## src/rtl/core/adpcm_pkg.sv

```systemverilog
// Shared types and constants for the 4-bit ADPCM frame decoder.
package adpcm_pkg;

    localparam int NUM_PAIRS   = 8;
    localparam int CFG_INDEX_W = 8;
    localparam int CFG_DATA_W  = 32;
    localparam int QUEUE_DEPTH = 2;
    localparam int PAIR_SEL_W  = 3;
    localparam int SHIFT_W     = 4;
    localparam int POS_W       = 3;
    localparam int SAMPLE_W    = 16;
    localparam int ACC_W       = 34;
    localparam int FRAC_BITS   = 11;

    localparam logic [POS_W-1:0] POS_HEADER   = 3'd0;
    localparam logic [POS_W-1:0] POS_LAST     = 3'd7;
    localparam logic             CMD_FRAME    = 1'b0;
    localparam logic             CMD_LOAD     = 1'b1;

    localparam logic signed [SAMPLE_W-1:0] SAMPLE_MAX = 16'sh7FFF;
    localparam logic signed [SAMPLE_W-1:0] SAMPLE_MIN = -16'sh8000;
    localparam logic signed [ACC_W-1:0]    ROUND_HALF = 34'sd1024;

    // One operation handed from the front to the back.
    // For a history load, pair holds {history_newer, history_older}.
    typedef struct packed {
        logic                  is_load;
        logic                  frame_end;
        logic [SHIFT_W-1:0]    shift;
        logic [7:0]            data_byte;
        logic [CFG_DATA_W-1:0] pair;
    } queue_op_t;

    typedef struct packed {
        logic                   valid;
        logic [CFG_INDEX_W-1:0] index;
        logic [CFG_DATA_W-1:0]  data;
    } cfg_wr_t;

    typedef enum logic {
        BK_HIGH,
        BK_LOW
    } back_state_t;

endpackage

```

## src/rtl/core/adpcm_front.sv

```systemverilog
// Front end: coefficient registers, frame position tracking, op classification.
module adpcm_front (
    input  logic                                  aclk,
    input  logic                                  aresetn,
    input  adpcm_pkg::cfg_wr_t                    cfg_wr,
    input  logic                                  in_valid,
    output logic                                  in_ready,
    input  logic                                  in_command,
    input  logic [7:0]                            in_data_byte,
    input  logic [adpcm_pkg::SAMPLE_W-1:0]        in_hist_newer,
    input  logic [adpcm_pkg::SAMPLE_W-1:0]        in_hist_older,
    output logic                                  push_valid,
    input  logic                                  push_ready,
    output adpcm_pkg::queue_op_t                  push_op
);

    logic [adpcm_pkg::CFG_DATA_W-1:0] coef_reg [adpcm_pkg::NUM_PAIRS];
    logic [adpcm_pkg::POS_W-1:0]      pos_reg, pos_next;
    logic [adpcm_pkg::PAIR_SEL_W-1:0] sel_reg, sel_next;
    logic [adpcm_pkg::SHIFT_W-1:0]    shift_reg, shift_next;
    logic                             accept;

    assign in_ready = push_ready;
    assign accept   = in_valid && push_ready;

    always_ff @(posedge aclk) begin
        if (!aresetn) begin
            for (int i = 0; i < adpcm_pkg::NUM_PAIRS; i++) begin
                coef_reg[i] <= '0;
            end
        end else if (cfg_wr.valid &&
                     cfg_wr.index < adpcm_pkg::CFG_INDEX_W'(adpcm_pkg::NUM_PAIRS)) begin
            coef_reg[cfg_wr.index[adpcm_pkg::PAIR_SEL_W-1:0]] <= cfg_wr.data;
        end
    end

    always_comb begin
        pos_next   = pos_reg;
        sel_next   = sel_reg;
        shift_next = shift_reg;
        push_valid = 1'b0;
        push_op.is_load   = 1'b0;
        push_op.frame_end = (pos_reg == adpcm_pkg::POS_LAST);
        push_op.shift     = shift_reg;
        push_op.data_byte = in_data_byte;
        push_op.pair      = coef_reg[sel_reg];
        if (in_command == adpcm_pkg::CMD_LOAD) begin
            push_valid      = in_valid;
            push_op.is_load = 1'b1;
            push_op.pair    = {in_hist_newer, in_hist_older};
            if (accept) pos_next = adpcm_pkg::POS_HEADER;
        end else if (pos_reg == adpcm_pkg::POS_HEADER) begin
            // header: latch predictor and shift, nothing for the back end
            if (accept) begin
                sel_next   = in_data_byte[6:4];
                shift_next = in_data_byte[3:0];
                pos_next   = adpcm_pkg::POS_W'(1);
            end
        end else begin
            push_valid = in_valid;
            if (accept) begin
                pos_next = (pos_reg == adpcm_pkg::POS_LAST) ? adpcm_pkg::POS_HEADER
                                                            : pos_reg + adpcm_pkg::POS_W'(1);
            end
        end
    end

    always_ff @(posedge aclk) begin
        if (!aresetn) begin
            pos_reg   <= adpcm_pkg::POS_HEADER;
            sel_reg   <= '0;
            shift_reg <= '0;
        end else begin
            pos_reg   <= pos_next;
            sel_reg   <= sel_next;
            shift_reg <= shift_next;
        end
    end

endmodule

```

## src/rtl/core/adpcm_queue.sv

```systemverilog
// Small register queue between the front and back ends.
module adpcm_queue #(
    parameter int DEPTH = adpcm_pkg::QUEUE_DEPTH
) (
    input  logic                 aclk,
    input  logic                 aresetn,
    input  logic                 push_valid,
    output logic                 push_ready,
    input  adpcm_pkg::queue_op_t push_op,
    output logic                 pop_valid,
    input  logic                 pop_ready,
    output adpcm_pkg::queue_op_t pop_op
);

    localparam int PTR_W = (DEPTH > 1) ? $clog2(DEPTH) : 1;
    localparam int CNT_W = $clog2(DEPTH + 1);

    adpcm_pkg::queue_op_t entry_reg [DEPTH];
    logic [PTR_W-1:0] wr_ptr_reg, wr_ptr_next;
    logic [PTR_W-1:0] rd_ptr_reg, rd_ptr_next;
    logic [CNT_W-1:0] cnt_reg, cnt_next;
    logic             do_push, do_pop;

    assign push_ready = (cnt_reg != CNT_W'(DEPTH));
    assign pop_valid  = (cnt_reg != '0);
    assign pop_op     = entry_reg[rd_ptr_reg];
    assign do_push    = push_valid && push_ready;
    assign do_pop     = pop_valid && pop_ready;

    always_comb begin
        wr_ptr_next = wr_ptr_reg;
        rd_ptr_next = rd_ptr_reg;
        cnt_next    = cnt_reg;
        if (do_push) begin
            wr_ptr_next = (wr_ptr_reg == PTR_W'(DEPTH - 1)) ? '0 : wr_ptr_reg + PTR_W'(1);
        end
        if (do_pop) begin
            rd_ptr_next = (rd_ptr_reg == PTR_W'(DEPTH - 1)) ? '0 : rd_ptr_reg + PTR_W'(1);
        end
        if (do_push && !do_pop) cnt_next = cnt_reg + CNT_W'(1);
        else if (do_pop && !do_push) cnt_next = cnt_reg - CNT_W'(1);
    end

    always_ff @(posedge aclk) begin
        if (do_push) entry_reg[wr_ptr_reg] <= push_op;
    end

    always_ff @(posedge aclk) begin
        if (!aresetn) begin
            wr_ptr_reg <= '0;
            rd_ptr_reg <= '0;
            cnt_reg    <= '0;
        end else begin
            wr_ptr_reg <= wr_ptr_next;
            rd_ptr_reg <= rd_ptr_next;
            cnt_reg    <= cnt_next;
        end
    end

endmodule

```

## src/rtl/core/adpcm_back.sv

```systemverilog
// Back end: history, sample datapath, nibble sequencer and output register.
module adpcm_back (
    input  logic                                   aclk,
    input  logic                                   aresetn,
    input  logic                                   op_valid,
    output logic                                   op_pop,
    input  adpcm_pkg::queue_op_t                   op,
    output logic                                   m_tvalid,
    input  logic                                   m_tready,
    output logic signed [adpcm_pkg::SAMPLE_W-1:0]  m_tdata,
    output logic                                   m_tlast,
    output logic                                   m_tuser
);

    localparam int ACC_W = adpcm_pkg::ACC_W;
    localparam int SW    = adpcm_pkg::SAMPLE_W;
    localparam int Q_W   = ACC_W - adpcm_pkg::FRAC_BITS;

    adpcm_pkg::back_state_t state_reg, state_next;
    logic signed [SW-1:0]   newer_reg, older_reg;
    logic                   out_valid_reg;
    logic signed [SW-1:0]   out_data_reg;
    logic                   out_last_reg, out_end_reg;

    logic                   out_free, out_load;
    logic [3:0]             nib;
    logic signed [ACC_W-1:0] nib_ext, scaled, acc;
    logic signed [SW-1:0]   c1, c2;
    logic signed [2*SW-1:0] p1, p2;
    logic signed [Q_W-1:0]  q;
    logic signed [SW-1:0]   sample;

    assign out_free = !out_valid_reg || m_tready;
    assign out_load = op_valid && !op.is_load && out_free;

    // Datapath: one sample per cycle while out_free; history feeds back.
    assign nib     = (state_reg == adpcm_pkg::BK_LOW) ? op.data_byte[3:0] : op.data_byte[7:4];
    assign nib_ext = {{(ACC_W-4){nib[3]}}, nib};
    assign scaled  = nib_ext <<< ({1'b0, op.shift} + 5'(adpcm_pkg::FRAC_BITS));
    assign c1      = op.pair[2*SW-1:SW];
    assign c2      = op.pair[SW-1:0];
    assign p1      = c1 * newer_reg;
    assign p2      = c2 * older_reg;
    assign acc     = scaled + adpcm_pkg::ROUND_HALF + ACC_W'(p1) + ACC_W'(p2);
    assign q       = acc[ACC_W-1:adpcm_pkg::FRAC_BITS];

    always_comb begin
        if (q > Q_W'(adpcm_pkg::SAMPLE_MAX)) sample = adpcm_pkg::SAMPLE_MAX;
        else if (q < Q_W'(adpcm_pkg::SAMPLE_MIN)) sample = adpcm_pkg::SAMPLE_MIN;
        else sample = q[SW-1:0];
    end

    // High nibble, then low nibble; a load pops without an output sample.
    always_comb begin
        state_next = state_reg;
        op_pop     = 1'b0;
        case (state_reg)
            adpcm_pkg::BK_HIGH: begin
                if (op_valid && op.is_load) op_pop = 1'b1;
                else if (out_load) state_next = adpcm_pkg::BK_LOW;
            end
            adpcm_pkg::BK_LOW: begin
                if (out_load) begin
                    op_pop     = 1'b1;
                    state_next = adpcm_pkg::BK_HIGH;
                end
            end
            default: state_next = adpcm_pkg::BK_HIGH;
        endcase
    end

    always_ff @(posedge aclk) begin
        if (!aresetn) begin
            state_reg     <= adpcm_pkg::BK_HIGH;
            newer_reg     <= '0;
            older_reg     <= '0;
            out_valid_reg <= 1'b0;
        end else begin
            state_reg <= state_next;
            if (op_valid && op.is_load) begin
                newer_reg <= op.pair[2*SW-1:SW];
                older_reg <= op.pair[SW-1:0];
            end else if (out_load) begin
                newer_reg <= sample;
                older_reg <= newer_reg;
            end
            if (out_load) out_valid_reg <= 1'b1;
            else if (m_tready) out_valid_reg <= 1'b0;
        end
    end

    always_ff @(posedge aclk) begin
        if (out_load) begin
            out_data_reg <= sample;
            out_last_reg <= (state_reg == adpcm_pkg::BK_LOW);
            out_end_reg  <= (state_reg == adpcm_pkg::BK_LOW) && op.frame_end;
        end
    end

    assign m_tvalid = out_valid_reg;
    assign m_tdata  = out_data_reg;
    assign m_tlast  = out_last_reg;
    assign m_tuser  = out_end_reg;

`ifndef NO_ASSERTIONS
    a_low_has_data: assert property (@(posedge aclk) disable iff (!aresetn)
        (state_reg == adpcm_pkg::BK_LOW) |-> (op_valid && !op.is_load))
        else $error("low-nibble phase without a data op at queue head");

    a_data_pop_low: assert property (@(posedge aclk) disable iff (!aresetn)
        (op_pop && !op.is_load) |-> (state_reg == adpcm_pkg::BK_LOW))
        else $error("data op popped before its second sample");

    a_low_sets_last: assert property (@(posedge aclk) disable iff (!aresetn)
        (out_load && state_reg == adpcm_pkg::BK_LOW) |=> (m_tvalid && m_tlast))
        else $error("second sample of a byte not marked last");

    a_end_with_last: assert property (@(posedge aclk) disable iff (!aresetn)
        (m_tvalid && m_tuser) |-> m_tlast)
        else $error("frame end flagged on a high-nibble sample");
`endif

endmodule

```

## src/rtl/core/adpcm_4bit_frame_decoder.sv

```systemverilog
// Top level of the 4-bit ADPCM frame decoder.
// Decodes 8-byte ADPCM frames fed one byte per input transfer. The first byte of
// a frame is a header (bits 6..4 pick one of eight Q11 coefficient pairs, bits
// 3..0 the scale shift) and gives no output; each of the seven data bytes gives
// two 16-bit samples, high nibble first. A transfer with s_tuser set loads the
// two history samples from s_tdata and restarts at a header. A data byte is
// decoded one sample after the other, because each sample feeds the next
// through the history multiply-accumulate in the back end. The front end keeps
// accepting transfers into a QUEUE_DEPTH-entry queue while the back end works
// and while a finished sample waits in the output register.
// Coefficient pairs are written through the cfg port (index 0..7, writes to
// other indexes are ignored) and should be written only while the decoder is
// idle; cfg_ready is always high.
module adpcm_4bit_frame_decoder #(
    parameter int QUEUE_DEPTH = adpcm_pkg::QUEUE_DEPTH
) (
    input  logic                                  aclk,
    input  logic                                  aresetn,
    // configuration write channel
    input  logic                                  cfg_valid,
    output logic                                  cfg_ready,
    input  logic [adpcm_pkg::CFG_INDEX_W-1:0]     cfg_index,
    input  logic [adpcm_pkg::CFG_DATA_W-1:0]      cfg_data,
    // input stream
    input  logic                                  s_tvalid,
    output logic                                  s_tready,
    input  logic [39:0]                           s_tdata,  // data_byte[7:0], history_newer[23:8], history_older[39:24]
    input  logic                                  s_tuser,  // command
    // output stream
    output logic                                  m_tvalid,
    input  logic                                  m_tready,
    output logic signed [adpcm_pkg::SAMPLE_W-1:0] m_tdata,  // pcm_sample[15:0]
    output logic                                  m_tlast,  // last_of_run
    output logic                                  m_tuser   // frame_end
);

    adpcm_pkg::cfg_wr_t    cfg_wr;
    adpcm_pkg::queue_op_t  push_op, pop_op;
    logic                  push_valid, push_ready;
    logic                  pop_valid, pop_ready;

    // Config writes never stall.
    assign cfg_ready    = 1'b1;
    assign cfg_wr.valid = cfg_valid;
    assign cfg_wr.index = cfg_index;
    assign cfg_wr.data  = cfg_data;

    // Front: classifies each transfer as header, data byte or history load.
    adpcm_front u_front (
        .aclk          (aclk),
        .aresetn       (aresetn),
        .cfg_wr        (cfg_wr),
        .in_valid      (s_tvalid),
        .in_ready      (s_tready),
        .in_command    (s_tuser),
        .in_data_byte  (s_tdata[7:0]),
        .in_hist_newer (s_tdata[23:8]),
        .in_hist_older (s_tdata[39:24]),
        .push_valid    (push_valid),
        .push_ready    (push_ready),
        .push_op       (push_op)
    );

    // Decoupling queue: front and back stall independently.
    adpcm_queue #(
        .DEPTH (QUEUE_DEPTH)
    ) u_queue (
        .aclk       (aclk),
        .aresetn    (aresetn),
        .push_valid (push_valid),
        .push_ready (push_ready),
        .push_op    (push_op),
        .pop_valid  (pop_valid),
        .pop_ready  (pop_ready),
        .pop_op     (pop_op)
    );

    // Back: two samples per data op, output register toward the sink.
    adpcm_back u_back (
        .aclk     (aclk),
        .aresetn  (aresetn),
        .op_valid (pop_valid),
        .op_pop   (pop_ready),
        .op       (pop_op),
        .m_tvalid (m_tvalid),
        .m_tready (m_tready),
        .m_tdata  (m_tdata),
        .m_tlast  (m_tlast),
        .m_tuser  (m_tuser)
    );

endmodule

```

## config.mk

```make
export PLATFORM = sky130hd
export DESIGN_NAME = adpcm_4bit_frame_decoder
export DESIGN_NICKNAME = d
export VERILOG_FILES = /design/src/rtl/core/adpcm_pkg.sv /design/src/rtl/core/adpcm_front.sv /design/src/rtl/core/adpcm_queue.sv /design/src/rtl/core/adpcm_back.sv /design/src/rtl/core/adpcm_4bit_frame_decoder.sv
export SDC_FILE = /design/constraint.sdc
export NUM_CORES = 2
export LEC_CHECK = 0
export BUFFER_PORTS_ARGS = -buffer_cell sky130_fd_sc_hd__buf_2
export CORE_MARGIN = 2
export CORE_UTILIZATION = 50
export CTS_CLUSTER_DIAMETER = 80
export DETAILED_ROUTE_END_ITERATION = 7
export GPL_TIMING_DRIVEN = 0
export PLACE_DENSITY_LB_ADDON = 0.08
export SYNTH_ARGS = -nofsm -noshare
export SYNTH_HDL_FRONTEND = slang
export SYNTH_SLANG_ARGS = --single-unit
```

## constraint.sdc

```tcl
create_clock -name aclk -period 10.6 [get_ports aclk]
set_input_delay 2.65 -clock aclk [delete_from_list [all_inputs] [get_ports aclk]]
set_output_delay 2.65 -clock aclk [all_outputs]
set_load 0.02 [all_outputs]
```

==> key figures <==
Run
  – Max capacitance violation total: 0

Final layout
  – Layout Nets: between 4,000 and 5,000
  – Fraction of final layout cells with drive strength greater than 1: 0.1064
  – Max FFs per register: 256
  – Growth of design area from synthesis to finish: 10.51%
  – Filler Cell Count: ~6,900

Worst setup path
  – Register-to-register path setup slack: about 330 ps
  – Worst setup SP type: register
  – Most frequent cell on the critical path: sky130_fd_sc_hd__fa_1
  – Crit path kind: reg2reg
  – Worst endpoint data arrival time: 10,750 ps
  – CP max-delay cell: sky130_fd_sc_hd__fa_1
  – Crit-path max FO: 10
  – Largest incremental delay on the critical path: about 620 ps
  – Category of the worst setup path capture point: register
  – Data required, critical path: roughly 11,000 ps

Timing
  – Number of hold-slack violations in the final timing report: 0
  – Pin slew with the least headroom to its limit: 1364 ps
  – Highest achievable clock rate: around 100 MHz
  – Post-route clock period utilization: 0.9691
  – Final critical-path setup slack: around 330 ps
  – Final Setup Violations: 0
  – Final Critical Period: roughly 10,000 ps
  – Total Negative Setup Slacks: 0 ps
  – Relative slew slack: 0.08099
  – Hold slack final: 454.9 ps
  – Final max-slew violation count: 0
  – Clock skew: about 43 ps

Clocking
  – H-tree lvl count: 2
  – Clock insertion delay at the later pin of the skew report: approximately 630 ps
  – Hold buffers post-CTS: 0
  – Number of CTS-inserted buffers: 47
  – Clock transition at path regs: ~60 ps
  – CTS Sinks: roughly 420
  – Root buffer cell: sky130_fd_sc_hd__clkbuf_16
  – Bufs on Longest Clock Path: 3
  – Clock tree from TritonCTS: built

Synth
  – Number of synthesized flops with an enable pin: approximately 370
  – Most used standard cells in the synthesized netlist: sky130_fd_sc_hd__inv_1, sky130_fd_sc_hd__fa_1, sky130_fd_sc_hd__and2_1
  – Number of synthesis warnings: 0
  – Synth Flop Type: sky130_fd_sc_hd__edfxtp_1
  – Yosys top cell by area: sky130_fd_sc_hd__fa_1
  – Asr flop ratio synth: 0
  – Gate Count Post-Synth: roughly 3,600
  – Flop and latch count out of synthesis: 418
  – Number of different library cells in the post-synthesis netlist: 74
  – Fraction of post-synthesis cell area in the top cell type by area: 0.3247
  – Mapped cell area: between 40,000 and 50,000 um^2
  – Most instantiated library cell after synthesis: sky130_fd_sc_hd__inv_1
  – Largest cells by area after synthesis: sky130_fd_sc_hd__fa_1, sky130_fd_sc_hd__edfxtp_1, sky130_fd_sc_hd__and2_1
  – Post-synthesis average cell area: about 11 um^2
  – Proportion of synthesized chip area in sequential cells: 0.3002

Global route
  – GR Util All Layers: 0.2721
  – Pin count of the biggest net entering global routing: 28
  – Remaining Overflow, GRT: 0
  – Antenna violations before repair: 4
  – Global-route wire length before repair: 166.8 mm
  – Via count of the first global-routing pass: ~28,000

Floorplan
  – Area of the die: just over 80,000 um^2
  – Floorplan die height: between 200 and 300 um
  – Row cnt: 103
  – Starting Density: 0.5065
  – Top-level I/O count: 107
  – Placeable Area: just under 80,000 um^2
  – Die Span X: ~290 um

Route
  – Total DRC errors in the routed layout: 0
  – Detailed Routing Iterations Pass 1: 5
  – Count of routing violations after the opening detailed-route iteration: 1,672
  – Vias post-DR: 25,960
  – Number of antenna-violating nets in the routed design: 0
  – Routed via count divided by cell count: 5.341
  – Average wire per cell in the routed design: 22.26 um
  – Total wire length: roughly 110 mm

Place
  – Final weighted congestion in routability-driven placement: ~0.94
  – HPWL reported at the end of detailed placement: roughly 90 mm
  – Worst-case setup slack after placement: -2096 ps
  – Buffers added on ports: between 100 and 150

Status
  – Status: finished clean

Min path
  – Tightest Hold Check Type: reg2reg
kinds of logic (layout without fill, tap and decap cells):
kind of cell	after synthesis	in the layout	share of synthesized area
XOR/XNOR	41	41	0.009304
adder cells (fa/ha/maj)	792	792	0.3690
flip-flops	418	418	0.3002
buffers and inverters	841	1052	0.07905
AO/OA/AOI/OAI	257	257	0.04271
AND/OR/NAND/NOR	1087	1087	0.1387
multiplexers	155	155	0.06085
other	2	9	0.0001874
through the flow:
| step | util | instances | area [um^2] |
|---|---|---|---|
| 2_1_floorplan | - | 3596 | 40090 |
| 3_3_place_gp | 0.5299 | 4751 | 41930 |
| 3_5_place_dp | 0.5346 | 4765 | 42300 |
| 4_1_cts | 0.5568 | 4852 | 44060 |
| 5_1_grt | 0.5596 | 4859 | 44280 |
| 6_report | 0.5597 | 4861 | 44290 |
final timing paths:
check / startpoint / end / cells past startpoint
worst max-delay path: register / u_back.newer_reg[14] / 36
worst min-delay path: u_back.state_reg / u_back.m_tlast / 0
worst max register to register: register / u_back.newer_reg[14] / 36
worst min register to register: u_back.state_reg / u_back.m_tlast / 0
layout by cell type, fill, tap and decap left out, types with 12 or more instances in the layout:
cell type / count
sky130_fd_sc_hd__a21oi_1: 39
sky130_fd_sc_hd__a31oi_1: 12
sky130_fd_sc_hd__and2_1: 489
sky130_fd_sc_hd__buf_2: 105
sky130_fd_sc_hd__buf_4: 23
sky130_fd_sc_hd__clkbuf_1: 145
sky130_fd_sc_hd__clkbuf_16: 48
sky130_fd_sc_hd__dfxtp_1: 52
sky130_fd_sc_hd__edfxtp_1: 366
sky130_fd_sc_hd__fa_1: 649
sky130_fd_sc_hd__ha_1: 136
sky130_fd_sc_hd__inv_1: 663
sky130_fd_sc_hd__mux2_2: 36
sky130_fd_sc_hd__mux2i_1: 51
sky130_fd_sc_hd__mux4_2: 67
sky130_fd_sc_hd__nand2_1: 413
sky130_fd_sc_hd__nand2b_1: 20
sky130_fd_sc_hd__nand3_1: 18
sky130_fd_sc_hd__nand4_1: 17
sky130_fd_sc_hd__nor2_1: 74
sky130_fd_sc_hd__nor3_1: 12
sky130_fd_sc_hd__o211ai_1: 14
sky130_fd_sc_hd__o21a_1: 12
sky130_fd_sc_hd__o21ai_0: 68
sky130_fd_sc_hd__xnor2_1: 25
sky130_fd_sc_hd__xor2_1: 12
repair_timing:
action,in CTS,in global routing
pin swaps,5,7
endpoints found under the setup margin,32,30
setup buffers,10,11
gates resized for setup,57,36
endpoints found under the hold margin,0,0
critical path, delay by kind of cell (launching register included):
family	cells	cell delay, ps
DFF	1	300
xor gates and xnor gates	1	140
and+or+nand+nor	3	410
adders and majority gates	10	4830
muxes	2	580
AOI/OAI and AO/OA	9	2250
buffers and inverters	11	1630
per-layer routing:
layer | vias to the layer above | wire length [um] | track usage
met5 | - | 13 | 0
met4 | 2 | 4017 | 0.09245
met3 | 207 | 6365 | 0.03373
met2 | 795 | 52900 | 0.4640
met1 | 13290 | 44920 | 0.3618
li1 | 11670 | - | -
cell type report:
type / instances / area, um^2 / share of cell area
multi-input combinational: 2337 / 25230 / 0.5697
sequential: 418 / 12030 / 0.2717
inverter: 666 / 2507 / 0.05661
tap: 1050 / 1314 / 0.02966
clock buffer: 60 / 1266 / 0.02859
timing repair buffer: 140 / 998.5 / 0.02254
buffer: 158 / 633.1 / 0.01430
clock inverter: 28 / 297.8 / 0.006724
antenna: 4 / 10.01 / 0.0002260
Power is left out: the tool's default activity adds up to more than one toggle a clock period on the data nets, which glitch-free logic cannot reach.
